===== src/hdl/least_squares_trend_slope_defines.svh =====
// Assertion helpers shared by the trend slope RTL.
// Each use expects clk and rst_n in scope and stands on a line of its own.
`ifndef LEAST_SQUARES_TREND_SLOPE_DEFINES_SVH
`define LEAST_SQUARES_TREND_SLOPE_DEFINES_SVH

// Consequent must hold in the same cycle as the antecedent.
`define LSTS_ASSERT_NOW(lbl, ante, cons, msg) \
  lbl: assert property (@(posedge clk) disable iff (!rst_n) (ante) |-> (cons)) \
    else $error(msg);

// Consequent must hold in the cycle after the antecedent.
`define LSTS_ASSERT_NEXT(lbl, ante, cons, msg) \
  lbl: assert property (@(posedge clk) disable iff (!rst_n) (ante) |=> (cons)) \
    else $error(msg);

`endif


===== src/hdl/lsts_pkg.sv =====
`default_nettype none

package lsts_pkg;

  localparam int CHANNELS    = 3;
  localparam int MAX_WINDOW  = 1023;
  localparam int SAMPLE_BITS = 24;
  localparam int FRAC_BITS   = 8;

  // port field widths
  localparam int CH_W     = 2;
  localparam int SAMPLE_W = 24;
  localparam int SLOPE_W  = 32;
  localparam int CODE_W   = 2;
  localparam int WIN_W    = 10;

  // per-channel state widths
  localparam int IDX_W = 11;
  localparam int SA_W  = 20;
  localparam int SB_W  = 34;
  localparam int SC_W  = 44;
  localparam int SD_W  = 30;

  localparam int WIN_RESET = 50;
  localparam int CH_IDX_W  = (CHANNELS > 1) ? $clog2(CHANNELS) : 1;

  // serial datapath widths
  localparam int ACC_W = 56;                        // numerator and denominator
  localparam int MPL_W = (SA_W > IDX_W) ? SA_W : IDX_W;
  localparam int XW    = ACC_W + FRAC_BITS;         // scaled dividend
  localparam int QB    = SLOPE_W - 1;               // quotient magnitude bits
  localparam int CNT_W = $clog2(QB + 1);

  localparam logic [SLOPE_W-1:0] SAT_POS = {1'b0, {QB{1'b1}}};
  localparam logic [SLOPE_W-1:0] SAT_NEG = {1'b1, {QB{1'b0}}};

  typedef enum logic [CODE_W-1:0] {
    DIR_RISE = 2'd0,
    DIR_FALL = 2'd1,
    DIR_FLAT = 2'd2
  } dir_t;

  typedef enum logic [CODE_W-1:0] {
    STAT_VALID    = 2'd0,
    STAT_ZERO_DEN = 2'd1,
    STAT_CLEARED  = 2'd2
  } stat_t;

  typedef enum logic [3:0] {
    S_IDLE,
    S_MUL1,
    S_UPD,
    S_MUL2,
    S_LOAD3,
    S_MUL3,
    S_DSTART,
    S_DIV,
    S_OUT
  } seq_state_t;

  typedef enum logic [1:0] {
    D_IDLE,
    D_PREP,
    D_RUN,
    D_DONE
  } div_state_t;

  typedef struct packed {
    logic load;
    logic clear;
    logic sub;
    logic step;
  } mul_ctl_t;

  typedef struct packed {
    logic [SLOPE_W-1:0] slope;
    dir_t               direction;
    stat_t              status;
  } div_res_t;

endpackage

`default_nettype wire


===== src/hdl/lsts_chan_if.sv =====
`default_nettype none

interface lsts_in_if import lsts_pkg::*; ();
  logic                       valid;
  logic                       ready;
  logic [CH_W-1:0]            channel;
  logic signed [SAMPLE_W-1:0] sample;

  modport source (output valid, channel, sample, input ready);
  modport sink (input valid, channel, sample, output ready);
endinterface

interface lsts_out_if import lsts_pkg::*; ();
  logic                      valid;
  logic                      ready;
  logic [CH_W-1:0]           channel_out;
  logic signed [SLOPE_W-1:0] slope;
  logic [CODE_W-1:0]         direction;
  logic [CODE_W-1:0]         status;

  modport source (output valid, channel_out, slope, direction, status, input ready);
  modport sink (input valid, channel_out, slope, direction, status, output ready);
endinterface

`default_nettype wire


===== src/hdl/lsts_mul.sv =====
`default_nettype none

// Two shift-add lanes that share one multiplier, one multiplier bit per step.
module lsts_mul import lsts_pkg::*; (
  input  logic                    clk,
  input  mul_ctl_t                ctl,
  input  logic signed [ACC_W-1:0] mcand_n,
  input  logic signed [ACC_W-1:0] mcand_d,
  input  logic [MPL_W-1:0]        mplier,
  output logic signed [ACC_W-1:0] acc_n,
  output logic signed [ACC_W-1:0] acc_d
);

  logic [ACC_W-1:0] mcn_r, mcd_r;
  logic [ACC_W-1:0] accn_r, accd_r;
  logic [ACC_W-1:0] accn_nxt, accd_nxt;
  logic [ACC_W-1:0] addn, addd;
  logic [MPL_W-1:0] mpl_r;
  logic             sub_r;

  always_comb begin
    addn = mpl_r[0] ? mcn_r : '0;
    addd = mpl_r[0] ? mcd_r : '0;
    accn_nxt = sub_r ? accn_r - addn : accn_r + addn;
    accd_nxt = sub_r ? accd_r - addd : accd_r + addd;
  end

  always_ff @(posedge clk) begin
    if (ctl.load) begin
      mcn_r <= mcand_n;
      mcd_r <= mcand_d;
      mpl_r <= mplier;
      sub_r <= ctl.sub;
      if (ctl.clear) begin
        accn_r <= '0;
        accd_r <= '0;
      end
    end else if (ctl.step) begin
      accn_r <= accn_nxt;
      accd_r <= accd_nxt;
      mcn_r  <= mcn_r << 1;
      mcd_r  <= mcd_r << 1;
      mpl_r  <= mpl_r >> 1;
    end
  end

  assign acc_n = accn_r;
  assign acc_d = accd_r;

endmodule

`default_nettype wire


===== src/hdl/lsts_div.sv =====
`default_nettype none

`include "least_squares_trend_slope_defines.svh"

// Signed fixed-point divide: one quotient bit per cycle, saturating.
module lsts_div import lsts_pkg::*; (
  input  logic                    clk,
  input  logic                    rst_n,
  input  logic                    start,
  input  logic signed [ACC_W-1:0] num,
  input  logic signed [ACC_W-1:0] den,
  output logic                    done,
  output div_res_t                res
);

  div_state_t         dstate_r, dstate_nxt;
  logic [CNT_W-1:0]   cnt_r;
  logic               neg_r;
  logic [ACC_W-1:0]   un_r, ud_r, rem_r;
  logic [QB-1:0]      xlo_r, q_r;
  div_res_t           res_r;

  logic [ACC_W-1:0]   num_u, den_u, num_mag, den_mag;
  logic [XW-1:0]      x;
  logic [ACC_W-1:0]   xhi_ext;
  logic               sat;
  logic [ACC_W:0]     t, t_sub, ud_ext;
  logic               ge;
  logic [QB-1:0]      q_fin;
  logic [SLOPE_W-1:0] mag_ext;
  dir_t               dir;

  always_comb begin
    num_u   = num;
    den_u   = den;
    num_mag = num[ACC_W-1] ? (~num_u + 1'b1) : num_u;
    den_mag = den[ACC_W-1] ? (~den_u + 1'b1) : den_u;
    x       = XW'(un_r) << FRAC_BITS;
    xhi_ext = ACC_W'(x[XW-1:QB]);
    // integer part already too big for the slope field
    sat     = xhi_ext >= ud_r;
    dir     = (un_r == '0) ? DIR_FLAT : (neg_r ? DIR_FALL : DIR_RISE);
    t       = {rem_r, xlo_r[QB-1]};
    ud_ext  = {1'b0, ud_r};
    ge      = t >= ud_ext;
    t_sub   = t - ud_ext;
    q_fin   = {q_r[QB-2:0], ge};
    mag_ext = {1'b0, q_fin};
  end

  always_ff @(posedge clk) begin
    if (!rst_n) begin
      dstate_r <= D_IDLE;
    end else begin
      dstate_r <= dstate_nxt;
    end
  end

  always_comb begin
    dstate_nxt = dstate_r;
    case (dstate_r)
      D_IDLE: begin
        if (start) dstate_nxt = D_PREP;
      end
      D_PREP: begin
        if (ud_r == '0 || sat) dstate_nxt = D_DONE;
        else                   dstate_nxt = D_RUN;
      end
      D_RUN: begin
        if (cnt_r == '0) dstate_nxt = D_DONE;
      end
      D_DONE: begin
        dstate_nxt = D_IDLE;
      end
      default: dstate_nxt = D_IDLE;
    endcase
  end

  always_ff @(posedge clk) begin
    case (dstate_r)
      D_IDLE: begin
        if (start) begin
          un_r  <= num_mag;
          ud_r  <= den_mag;
          neg_r <= num[ACC_W-1] ^ den[ACC_W-1];
        end
      end
      D_PREP: begin
        if (ud_r == '0) begin
          res_r.slope     <= '0;
          res_r.direction <= DIR_FLAT;
          res_r.status    <= STAT_ZERO_DEN;
        end else begin
          res_r.direction <= dir;
          res_r.status    <= STAT_VALID;
          res_r.slope     <= neg_r ? SAT_NEG : SAT_POS;
          rem_r           <= xhi_ext;
          xlo_r           <= x[QB-1:0];
          cnt_r           <= CNT_W'(QB - 1);
        end
      end
      D_RUN: begin
        // restoring step: bring down the next dividend bit
        rem_r <= ge ? t_sub[ACC_W-1:0] : t[ACC_W-1:0];
        q_r   <= q_fin;
        xlo_r <= xlo_r << 1;
        cnt_r <= cnt_r - 1'b1;
        if (cnt_r == '0) begin
          res_r.slope <= neg_r ? (SLOPE_W'(0) - mag_ext) : mag_ext;
        end
      end
      default: begin
      end
    endcase
  end

  assign done = (dstate_r == D_DONE);
  assign res  = res_r;

  `LSTS_ASSERT_NOW(a_div_start_idle, start, dstate_r == D_IDLE, "divider started while busy")
  `LSTS_ASSERT_NOW(a_div_flat_zero, done && res.status == STAT_VALID && res.direction == DIR_FLAT, res.slope == '0, "flat trend with nonzero slope")
  `LSTS_ASSERT_NOW(a_div_zero_den, done && res.status == STAT_ZERO_DEN, res.slope == '0 && res.direction == DIR_FLAT, "zero denominator result not cleared")

endmodule

`default_nettype wire


===== src/hdl/least_squares_trend_slope.sv =====
// Running least-squares trend slope for up to three sensor channels.
// Input channel in_chan (valid/ready): channel number and a signed sample.
// Result channel out_chan (valid/ready): channel, slope with 8 fraction bits
// (saturated), direction (rising, falling, flat) and status.
// cfg_we/cfg_wdata set the window length; write only while the block is idle.
// Each item for a used channel yields exactly one result; an item for an
// unused channel number is taken and yields none. A sample that reaches the
// window clears its channel and returns a cleared status without a divide.
// A counted sample runs three serial shift-add passes of 11, 11 and 20 steps
// through one two-lane multiplier, then a 31-step restoring divider whose
// steps are skipped when the quotient saturates or the denominator is zero;
// load, start and handoff states come in between.
// One item is in flight at a time; in_chan.ready is high only between items,
// so no new item is taken until the last result is in the output register.
// A finished result sits in the output register, so the next item is taken
// while the receiver stalls; a second result waits until that register frees.
// Synchronous reset sets every channel index to 1, clears all sums and sets
// the window length to 50.
`default_nettype none

`include "least_squares_trend_slope_defines.svh"

module least_squares_trend_slope import lsts_pkg::*; (
  input  logic             clk,
  input  logic             rst_n,
  lsts_in_if.sink          in_chan,
  lsts_out_if.source       out_chan,
  input  logic             cfg_we,
  input  logic [WIN_W-1:0] cfg_wdata
);

  seq_state_t state_r, state_nxt;
  logic [CNT_W-1:0] cnt_r, cnt_nxt;
  logic [WIN_W-1:0] win_len_r;

  logic [IDX_W-1:0] idx_r [CHANNELS];
  logic [SA_W-1:0]  sa_r  [CHANNELS];
  logic [SB_W-1:0]  sb_r  [CHANNELS];
  logic [SC_W-1:0]  sc_r  [CHANNELS];
  logic [SD_W-1:0]  sd_r  [CHANNELS];

  logic [CH_W-1:0]        ch_r;
  logic [SAMPLE_BITS-1:0] smp_r;
  logic [IDX_W-1:0]       n_r;
  div_res_t               res_r;

  logic                   out_valid_r;
  logic [CH_W-1:0]        out_ch_r;
  div_res_t               out_res_r;

  logic [CH_IDX_W-1:0]    in_ci, ci;
  logic                   accept, in_ch_ok, win_hit, clr_en, upd_en, out_load;
  logic [IDX_W-1:0]       in_n, win_use;
  logic [SA_W-1:0]        a_new;
  logic [SB_W-1:0]        b_new;
  logic [SC_W-1:0]        c_new;
  logic [SD_W-1:0]        d_new;

  mul_ctl_t                mul_ctl;
  logic signed [ACC_W-1:0] mcand_n, mcand_d, acc_n, acc_d;
  logic [MPL_W-1:0]        mplier;
  logic                    div_start, div_done;
  div_res_t                div_res;

  lsts_mul u_mul (
    .clk     (clk),
    .ctl     (mul_ctl),
    .mcand_n (mcand_n),
    .mcand_d (mcand_d),
    .mplier  (mplier),
    .acc_n   (acc_n),
    .acc_d   (acc_d)
  );

  lsts_div u_div (
    .clk   (clk),
    .rst_n (rst_n),
    .start (div_start),
    .num   (acc_n),
    .den   (acc_d),
    .done  (div_done),
    .res   (div_res)
  );

  always_comb begin
    in_ci    = in_chan.channel[CH_IDX_W-1:0];
    ci       = ch_r[CH_IDX_W-1:0];
    in_ch_ok = int'(in_chan.channel) < CHANNELS;
    in_n     = in_ch_ok ? idx_r[in_ci] : IDX_W'(1);
    win_use  = (int'(win_len_r) > MAX_WINDOW) ? IDX_W'(MAX_WINDOW) : IDX_W'(win_len_r);
    win_hit  = in_n >= win_use;
    accept   = in_chan.valid && in_chan.ready;
    clr_en   = accept && in_ch_ok && win_hit;
    upd_en   = (state_r == S_UPD);
    out_load = (state_r == S_OUT) && (!out_valid_r || out_chan.ready);

    a_new = sa_r[ci] + SA_W'(n_r);
    b_new = sb_r[ci] + {{(SB_W-SAMPLE_BITS){smp_r[SAMPLE_BITS-1]}}, smp_r};
    c_new = sc_r[ci] + acc_n[SC_W-1:0];
    d_new = sd_r[ci] + acc_d[SD_W-1:0];
  end

  always_ff @(posedge clk) begin
    if (!rst_n) begin
      state_r <= S_IDLE;
    end else begin
      state_r <= state_nxt;
    end
  end

  always_comb begin
    state_nxt     = state_r;
    cnt_nxt       = cnt_r;
    in_chan.ready = 1'b0;
    mul_ctl       = '0;
    mcand_n       = '0;
    mcand_d       = '0;
    mplier        = '0;
    div_start     = 1'b0;
    case (state_r)
      S_IDLE: begin
        in_chan.ready = 1'b1;
        // first pass: sample times index and index squared
        mul_ctl.load  = 1'b1;
        mul_ctl.clear = 1'b1;
        mcand_n = {{(ACC_W-SAMPLE_BITS){in_chan.sample[SAMPLE_BITS-1]}},
                   in_chan.sample[SAMPLE_BITS-1:0]};
        mcand_d = ACC_W'(in_n);
        mplier  = MPL_W'(in_n);
        if (accept && in_ch_ok) begin
          if (win_hit) begin
            state_nxt = S_OUT;
          end else begin
            state_nxt = S_MUL1;
            cnt_nxt   = CNT_W'(IDX_W - 1);
          end
        end
      end
      S_MUL1, S_MUL2, S_MUL3: begin
        mul_ctl.step = 1'b1;
        cnt_nxt      = cnt_r - 1'b1;
        if (cnt_r == '0) begin
          case (state_r)
            S_MUL1:  state_nxt = S_UPD;
            S_MUL2:  state_nxt = S_LOAD3;
            default: state_nxt = S_DSTART;
          endcase
        end
      end
      S_UPD: begin
        // second pass: n*C and n*D on the updated sums
        mul_ctl.load  = 1'b1;
        mul_ctl.clear = 1'b1;
        mcand_n   = {{(ACC_W-SC_W){c_new[SC_W-1]}}, c_new};
        mcand_d   = ACC_W'(d_new);
        mplier    = MPL_W'(n_r);
        cnt_nxt   = CNT_W'(IDX_W - 1);
        state_nxt = S_MUL2;
      end
      S_LOAD3: begin
        // third pass: subtract A*B and A*A
        mul_ctl.load = 1'b1;
        mul_ctl.sub  = 1'b1;
        mcand_n   = {{(ACC_W-SB_W){sb_r[ci][SB_W-1]}}, sb_r[ci]};
        mcand_d   = ACC_W'(sa_r[ci]);
        mplier    = MPL_W'(sa_r[ci]);
        cnt_nxt   = CNT_W'(MPL_W - 1);
        state_nxt = S_MUL3;
      end
      S_DSTART: begin
        div_start = 1'b1;
        state_nxt = S_DIV;
      end
      S_DIV: begin
        if (div_done) state_nxt = S_OUT;
      end
      S_OUT: begin
        if (out_load) state_nxt = S_IDLE;
      end
      default: state_nxt = S_IDLE;
    endcase
  end

  always_ff @(posedge clk) begin
    cnt_r <= cnt_nxt;
    if (accept) begin
      ch_r  <= in_chan.channel;
      smp_r <= in_chan.sample[SAMPLE_BITS-1:0];
      n_r   <= in_n;
    end
    if (clr_en) begin
      res_r.slope     <= '0;
      res_r.direction <= DIR_FLAT;
      res_r.status    <= STAT_CLEARED;
    end else if (state_r == S_DIV && div_done) begin
      res_r <= div_res;
    end
    if (out_load) begin
      out_ch_r  <= ch_r;
      out_res_r <= res_r;
    end
  end

  always_ff @(posedge clk) begin
    if (!rst_n) begin
      win_len_r   <= WIN_W'(WIN_RESET);
      out_valid_r <= 1'b0;
      for (int c = 0; c < CHANNELS; c++) begin
        idx_r[c] <= IDX_W'(1);
        sa_r[c]  <= '0;
        sb_r[c]  <= '0;
        sc_r[c]  <= '0;
        sd_r[c]  <= '0;
      end
    end else begin
      if (cfg_we) win_len_r <= cfg_wdata;
      if (out_load)            out_valid_r <= 1'b1;
      else if (out_chan.ready) out_valid_r <= 1'b0;
      if (clr_en) begin
        // window reached: restart the channel and drop the sample
        idx_r[in_ci] <= IDX_W'(1);
        sa_r[in_ci]  <= '0;
        sb_r[in_ci]  <= '0;
        sc_r[in_ci]  <= '0;
        sd_r[in_ci]  <= '0;
      end else if (upd_en) begin
        idx_r[ci] <= n_r + 1'b1;
        sa_r[ci]  <= a_new;
        sb_r[ci]  <= b_new;
        sc_r[ci]  <= c_new;
        sd_r[ci]  <= d_new;
      end
    end
  end

  assign out_chan.valid       = out_valid_r;
  assign out_chan.channel_out = out_ch_r;
  assign out_chan.slope       = out_res_r.slope;
  assign out_chan.direction   = out_res_r.direction;
  assign out_chan.status      = out_res_r.status;

  `LSTS_ASSERT_NOW(a_done_in_div, div_done, state_r == S_DIV, "divider result outside wait state")
  `LSTS_ASSERT_NEXT(a_accept_leaves_idle, accept && in_ch_ok, state_r != S_IDLE, "valid item left sequencer idle")
  `LSTS_ASSERT_NEXT(a_out_loaded, out_load, out_valid_r && state_r == S_IDLE, "result not presented after load")

endmodule

`default_nettype wire

===== src/flat_wrapper.sv =====
// flat-port wrapper written by rule: the top's interface ports become plain ports
module least_squares_trend_slope_flat import lsts_pkg::*;
  (clk, rst_n, cfg_we, cfg_wdata, in_chan_valid, in_chan_channel, in_chan_sample, in_chan_ready, out_chan_valid, out_chan_channel_out, out_chan_slope, out_chan_direction, out_chan_status, out_chan_ready);
  lsts_in_if in_chan_i ();
  lsts_out_if out_chan_i ();
  input  logic clk;
  input  logic rst_n;
  input  logic cfg_we;
  input  logic [WIN_W-1:0] cfg_wdata;
  input wire logic [$bits(in_chan_i.valid)-1:0] in_chan_valid;
  input wire logic [$bits(in_chan_i.channel)-1:0] in_chan_channel;
  input wire logic [$bits(in_chan_i.sample)-1:0] in_chan_sample;
  output wire logic [$bits(in_chan_i.ready)-1:0] in_chan_ready;
  output wire logic [$bits(out_chan_i.valid)-1:0] out_chan_valid;
  output wire logic [$bits(out_chan_i.channel_out)-1:0] out_chan_channel_out;
  output wire logic [$bits(out_chan_i.slope)-1:0] out_chan_slope;
  output wire logic [$bits(out_chan_i.direction)-1:0] out_chan_direction;
  output wire logic [$bits(out_chan_i.status)-1:0] out_chan_status;
  input wire logic [$bits(out_chan_i.ready)-1:0] out_chan_ready;
  assign in_chan_i.valid = in_chan_valid;
  assign in_chan_i.channel = in_chan_channel;
  assign in_chan_i.sample = in_chan_sample;
  assign in_chan_ready = in_chan_i.ready;
  assign out_chan_valid = out_chan_i.valid;
  assign out_chan_channel_out = out_chan_i.channel_out;
  assign out_chan_slope = out_chan_i.slope;
  assign out_chan_direction = out_chan_i.direction;
  assign out_chan_status = out_chan_i.status;
  assign out_chan_i.ready = out_chan_ready;
  least_squares_trend_slope u_core (.clk(clk), .rst_n(rst_n), .in_chan(in_chan_i), .out_chan(out_chan_i), .cfg_we(cfg_we), .cfg_wdata(cfg_wdata));
endmodule

===== config.mk =====
export PLATFORM = sky130hd
export DESIGN_NAME = least_squares_trend_slope_flat
export DESIGN_NICKNAME = d
export VERILOG_FILES = /design/src/hdl/lsts_pkg.sv /design/src/hdl/lsts_chan_if.sv /design/src/hdl/lsts_mul.sv /design/src/hdl/lsts_div.sv /design/src/hdl/least_squares_trend_slope.sv /design/src/flat_wrapper.sv
export VERILOG_INCLUDE_DIRS = /design/src /design/src/hdl
export SDC_FILE = /design/constraint.sdc
export NUM_CORES = 2
export LEC_CHECK = 0
export ABC_AREA = 1
export BUFFER_PORTS_ARGS = -buffer_cell sky130_fd_sc_hd__buf_2
export CAP_MARGIN = 20
export CORE_UTILIZATION = 25
export DETAILED_ROUTE_END_ITERATION = 12
export PLACE_DENSITY_LB_ADDON = 0.15
export SETUP_SLACK_MARGIN = 0.1
export SLEW_MARGIN = 20
export SYNTH_ARGS = -nofsm -noshare
export SYNTH_HDL_FRONTEND = slang
export SYNTH_SLANG_ARGS = --single-unit

===== constraint.sdc =====
create_clock -name clk -period 15 [get_ports clk]
set_clock_uncertainty 0.2 [all_clocks]
set_input_delay 1.5 -clock clk [delete_from_list [all_inputs] [get_ports clk]]
set_output_delay 1.5 -clock clk [all_outputs]
set_load 0.005 [all_outputs]

Word level (Yosys, flattened, before mapping)
Memories as Yosys holds them, arrays and structs flattened. A register that Yosys moved wholly into a read port is not among the register bits.
Cells that the tools add are included.
{"block": "totals", "n_memories": 5, "out_inout_bits": 40, "ramBits": 417, "word_cells": 218, "in_bits": 41, "regBits": 649}
{"name": "u_core.sc_r", "words": 3, "word_bits": 44, "rd": 1, "rd_ports_with_merged_regs": 1, "write_ports": 3, "line_no": "least_squares_trend_slope.sv:39", "text": "logic [SC_W-1:0] sc_r [CHANNELS];"}
{"name": "u_core.sb_r", "words": 3, "word_bits": 34, "rd": 1, "rd_ports_with_merged_regs": 1, "write_ports": 3, "line_no": "least_squares_trend_slope.sv:38", "text": "logic [SB_W-1:0] sb_r [CHANNELS];"}
{"name": "u_core.sd_r", "words": 3, "word_bits": 30, "rd": 1, "rd_ports_with_merged_regs": 1, "write_ports": 3, "line_no": "least_squares_trend_slope.sv:40", "text": "logic [SD_W-1:0] sd_r [CHANNELS];"}
{"name": "u_core.sa_r", "words": 3, "word_bits": 20, "rd": 1, "rd_ports_with_merged_regs": 1, "write_ports": 3, "line_no": "least_squares_trend_slope.sv:37", "text": "logic [SA_W-1:0] sa_r [CHANNELS];"}
{"name": "u_core.idx_r", "words": 3, "word_bits": 11, "rd": 1, "rd_ports_with_merged_regs": 0, "write_ports": 3, "line_no": "least_squares_trend_slope.sv:36", "text": "logic [IDX_W-1:0] idx_r [CHANNELS];"}
{"block": "op_classes", "add_sub_neg": 15, "n_eq_ne": 20, "reduce_logical": 39, "mux": 99, "magnitude_cmp": 4, "bitwise_logic": 3}
{"operator": "$mux W56", "count": 15}
{"operator": "$pmux W56 S3", "count": 1}
{"operator": "$sub A56 B56 Y56", "count": 3}
{"operator": "$add A56 B1 Y56 const B", "count": 2}
{"operator": "$add A56 B56 Y56", "count": 2}
{"operator": "$logic_not A56 Y1", "count": 2}
{"operator": "$not A56 Y56", "count": 2}
{"operator": "$pmux W56 S2", "count": 1}
{"operator": "$mux W55", "count": 2}
{"operator": "$mux W32", "count": 3}
{"operator": "$pmux W30 S3", "count": 1}
{"operator": "$mux W44", "count": 2}
{"operator": "$reduce_or A44 Y1", "count": 2}
{"operator": "$mux W20", "count": 4}
{"operator": "$mux W34", "count": 2}
{"operator": "$reduce_or A34 Y1", "count": 2}
{"operator": "$pmux W32 S2", "count": 1}
{"operator": "$pmux W31 S2", "count": 1}
{"operator": "$mux W30", "count": 2}
{"operator": "$pmux W20 S3", "count": 1}
{"operator": "$reduce_or A30 Y1", "count": 2}
{"operator": "$ge A57 B56 Y1", "count": 1}
{"operator": "$ge A33 B56 Y1", "count": 1}
{"operator": "$add A44 B44 Y44", "count": 1}
{"operator": "other kinds (44)", "count": 124}

Longest topological paths before layout
{"block": "depth", "word_depth": 11, "mapped_depth": 30, "ltp_nobuf": 28}

Modules after synthesis
From an unflattened synthesis, not the netlist that was laid out.
{"block": "unflattened", "cells_unflattened": 10930, "hier_area_um2": 81894.8}
{"mod": "least_squares_trend_slope", "cells_per_inst": 4965, "instances": 1, "seq_area_each_um2": 19889.1, "area_per_inst_um2": 40009.6}
{"mod": "lsts_mul", "cells_per_inst": 3606, "instances": 1, "seq_area_each_um2": 7357.1, "area_per_inst_um2": 23037.1}
{"mod": "lsts_div", "cells_per_inst": 2359, "instances": 1, "seq_area_each_um2": 7907.6, "area_per_inst_um2": 18848.1}

Least setup slack after synthesis
No wires, ideal clock.
{"block": "synth_path", "path_type": "in2reg", "start": "in in_chan_channel[1]", "end": "mem u_core.idx_r[3][4], enable pin", "setup_slack_ns": 1.916, "required_time_ns": 14.015, "path_buffers": 2, "setup_ns": 0.785, "cell_stages": 14, "t_arrival_ns": 12.099, "path_cell_list": "buf_2 > inv_2 > clkbuf_1 > o21ai_0 > o21ai_0 > ha_1 > nand2_1 > nor3_2 > nand3_1 > nand3_2 > nand2_2 > nor2_2 > nor2_4 > nor3_1"}
{"item": "start: declaration", "line_no": "flat_wrapper.sv:11", "text": "input wire logic [$bits(in_chan_i.channel)-1:0] in_chan_channel;"}
{"item": "end: declaration", "line_no": "least_squares_trend_slope.sv:36"}

==> run metrics <==
status completed; global-route wire length before repair ~410 mm; weighted congestion reported at the end of routability-driven placement about 0.9; proportion of synthesized area in mux cells 0; Clock Tree Root sky130_fd_sc_hd__clkbuf_16; synthesized instance count 9,289; area of all sequential standard cells 0.0352 mm^2; fraction of final layout cells sized beyond drive strength 1 0.0598; number of nets at the end of the flow 9,679; Slew HR 0.256; post-layout worst setup margin 8.52 ns; WP data arrival 6.76 ns; Logic pwr share 0.516; number of maximum-capacitance violations 0; most used cells in the layout excluding fill and tap cells sky130_fd_sc_hd__nand2_1 (1,816), sky130_fd_sc_hd__inv_1 (1,275), sky130_fd_sc_hd__nor2_1 (1,219); post-synthesis adder-cell area fraction 0.0578; remaining antenna violation count after routing 0; Site Rows 201; total CTS buffers 159; proportion of synthesized chip area in sequential cells 0.465; critical path capture point type flip-flop; Synth top area share 0.450; final hold violations 0; proportion of register bits with asynchronous set or reset after synthesis 0; total negative slack 0 ns; Boundary Pins 81; Slowest Stage Delay on Critical Path 0.83 ns; vias after detailed routing 63,700; area leader, netlist sky130_fd_sc_hd__edfxtp_1; die area 0.305 mm^2; final worst-path cycle share 0.432; cell types with the largest area share after synthesis sky130_fd_sc_hd__edfxtp_1 (45%), sky130_fd_sc_hd__nand2_1 (9.0%), sky130_fd_sc_hd__inv_1 (6.3%), sky130_fd_sc_hd__nor2_1 (6.1%), sky130_fd_sc_hd__ha_1 (5.6%); I/O Buffers 80; initial antenna violation count 5; VDD IR max 0.000148 V; xor and xnor area share after synthesis 0.0401; first-pass iteration count of the detailed router 7; slew at the pin with the worst max-slew slack 1.12 ns; layout filler cell count approximately 32,000; HPWL Detailed between 200 and 250 mm; drt first-iter violations 5,314; Remaining DRCs 0; net switching share of the total power 0.489; share of the synthesized area in compound gates (AO/OA/AOI/OAI) 0.131; synthesized area per cell 8.16 um^2; setup repair after global routing missed its margin false; number of non-filler instances in the completed layout around 13,000; area fraction in and, or, nand and nor cells after synthesis 0.222; H-Tree Depth 4; Min-Delay Path Class flip-flop to flip-flop; critical path required time 15.28 ns; power density over cell area 220 mW/mm^2; Worst Setup Slack post-DPL between 7 and 8 ns; routed wire length 277 mm; CTS clock-pin slew for the worst setup and hold paths ~0.06 ns; min cycle time layout ~6.5 ns; post-CTS setup buffer count 0; core region area 0.301 mm^2; Remaining Overflow, GRT 0; Synth Register Bits 1,191; count of synthesis-stage warnings from yosys 0; syn_nets between 9,000 and 10,000; cell area after technology mapping 0.0758 mm^2; post-detailed-route wirelength per cell 20.7 um; combinational family with the most area after synthesis simple AND/OR/NAND/NOR gates; leak pwr 37.5 nW; most common library cell in the layout ignoring fill and taps sky130_fd_sc_hd__nand2_1; clock tree from TritonCTS built; detailed-route vias per instance 4.76; Die X-Extent 553 um; part of the total power dissipated in the clock network 0.208; clock latency reported for the late side of the worst-skew pair 0.86 ns; Net Switching 9.20 mW; setup violation total in the final timing report 0; number of cells after detailed placement between 10,000 and 15,000; post-layout utilization of the core 0.285; maximum number of pins on one net before global-route repair around 140; synth-to-layout area growth 13.0%; critical path, cell by cell buf_2 > inv_4 > o21ai_0 > o22ai_1 > inv_1 > nor2_1 > ha_1 > inv_1 > nor3_2 > nand3_1 > nand3_2 > nand2_2 > nor2_2 > nor2_4 > inv_6 > nand2_1 > nand2_4 > buf_4 > buf_4; Max Fclk 154 MHz; overall global routing resource usage 0.176; height of the die ~550 um; sort of element at the start of the critical path input pin; ys flop type sky130_fd_sc_hd__edfxtp_1; number of max-slew violations in the final report 0; area taken by multi-input logic gates approximately 0.034 mm^2; category of the most critical setup path input pin to flip-flop; library cell contributing the largest single delay on the critical path sky130_fd_sc_hd__nand2_4; largest buffer count on any clock path 4; maximum fanout along the worst path 73; number of clock sinks seen by CTS 1,191; effective utilization at floorplan 0.252; vias in the first global route 62,500; cts repair resizes 0; synth unique cells 68; number of enable-type register cells in the synthesized netlist 1,136; number of buffers added to fix hold violations after cts 0; fraction of power consumed by sequential logic 0.276; internal power summed over all cells 9.63 mW
## power groups by stage
| stage | Combinational, mW | Clock, mW | Sequential (mW) |
|---|---|---|---|
| after floorplan | 6.56 | 0 | 4.99 |
| after global placement | 9.70 | 0 | 5.26 |
| after detailed placement | 9.70 | 0 | 5.26 |
| after CTS | 9.75 | 4.02 | 5.20 |
| after global routing | 10.8 | 4.13 | 5.26 |
| final | 9.71 | 3.91 | 5.20 |
## sequential cells by signal (all words and copies together), names as in the netlist, 32 cells and up, named ones only
register               count
u_core.sc_r              176
u_core.sb_r              136
u_core.sd_r              120
u_core.sa_r               80
u_core.u_div.rem_r        56
u_core.u_div.ud_r         56
u_core.u_div.un_r         56
u_core.u_mul.acc_d        56
u_core.u_mul.acc_n        56
u_core.u_mul.mcd_r        56
u_core.u_mul.mcn_r        56
u_core.idx_r              37
u_core.res_r              36
u_core.u_div.res          35
u_core.out_chan.slope     32
## metrics by stage
step	power [mW]	cell area [um^2]	hold slack (ns)
after global routing	20.2	85600	0.235
after floorplan	11.6	75800	0.209
after CTS	19.0	85600	0.229
after global placement	15.0	80400	0.218
final	18.8	85600	0.228
after detailed placement	15.0	80400	0.214
## cell usage after synthesis, types with 23 or more instances
master,count
sky130_fd_sc_hd__inv_1,1280
sky130_fd_sc_hd__o21a_1,27
sky130_fd_sc_hd__inv_2,27
sky130_fd_sc_hd__ha_1,339
sky130_fd_sc_hd__a21o_1,57
sky130_fd_sc_hd__edfxtp_1,1136
sky130_fd_sc_hd__a21oi_1,614
sky130_fd_sc_hd__o22ai_1,123
sky130_fd_sc_hd__o2111ai_1,24
sky130_fd_sc_hd__nor4_1,57
sky130_fd_sc_hd__xor2_1,227
sky130_fd_sc_hd__o21bai_1,53
sky130_fd_sc_hd__nor2_1,1224
sky130_fd_sc_hd__nand4_1,89
sky130_fd_sc_hd__nand2_1,1820
sky130_fd_sc_hd__buf_1,36
sky130_fd_sc_hd__xnor2_1,120
sky130_fd_sc_hd__nand2_2,38
sky130_fd_sc_hd__o211ai_1,39
sky130_fd_sc_hd__buf_2,56
sky130_fd_sc_hd__dfxtp_1,55
sky130_fd_sc_hd__clkbuf_1,177
sky130_fd_sc_hd__a31oi_1,66
sky130_fd_sc_hd__nand3_1,507
sky130_fd_sc_hd__nor2_2,23
sky130_fd_sc_hd__o21ai_0,697
sky130_fd_sc_hd__nor3_1,123
## metal layers
layer | vias to the layer above | global-route usage | share of wire
li1 | 31300 | - | -
met1 | 30600 | 0.253 | 0.49
met2 | 1483 | 0.278 | 0.44
met3 | 273 | 0.0263 | 0.053
met4 | 2 | 0.0392 | 0.021
met5 | - | 0 | 0.000040
## logic make-up after synthesis
group	after synthesis
simple gates	3998
flops	1191
buf+inv	1621
xor+xnor	347
fa+ha+maj	346
compound gates	1786
## worst paths after layout
path         slack [ns]          startpoint  depth (start not counted)                       end
max                8.52  in_chan_channel[0]                         19        u_core.sd_r[0][15]
min                0.23     u_core.res_r[8]                          0  u_core.out_chan.slope[4]
max reg2reg        9.14           flip-flop                         16        u_core.sb_r[0][25]
min reg2reg        0.23     u_core.res_r[8]                          0  u_core.out_chan.slope[4]
## area by class of cell
| type | instances | area share |
|---|---|---|
| antenna | 4 | 0.000117 |
| clock inverter | 91 | 0.0114 |
| sequential | 1191 | 0.411 |
| timing repair buffer | 151 | 0.0112 |
| multi-input combinational | 6477 | 0.401 |
| clock buffer | 198 | 0.0495 |
| inverter | 1312 | 0.0578 |
| tap | 3958 | 0.0578 |
## worst max-delay path, delay by kind of cell
kind | cells | cell delay [ns]
AO/OA/AOI/OAI | 2 | 0.29
AND/OR/NAND/NOR | 9 | 1.93
adder cells (fa/ha/maj) | 1 | 0.31
buffers and inverters | 7 | 2.53
(Power assumes the default switching activity.)
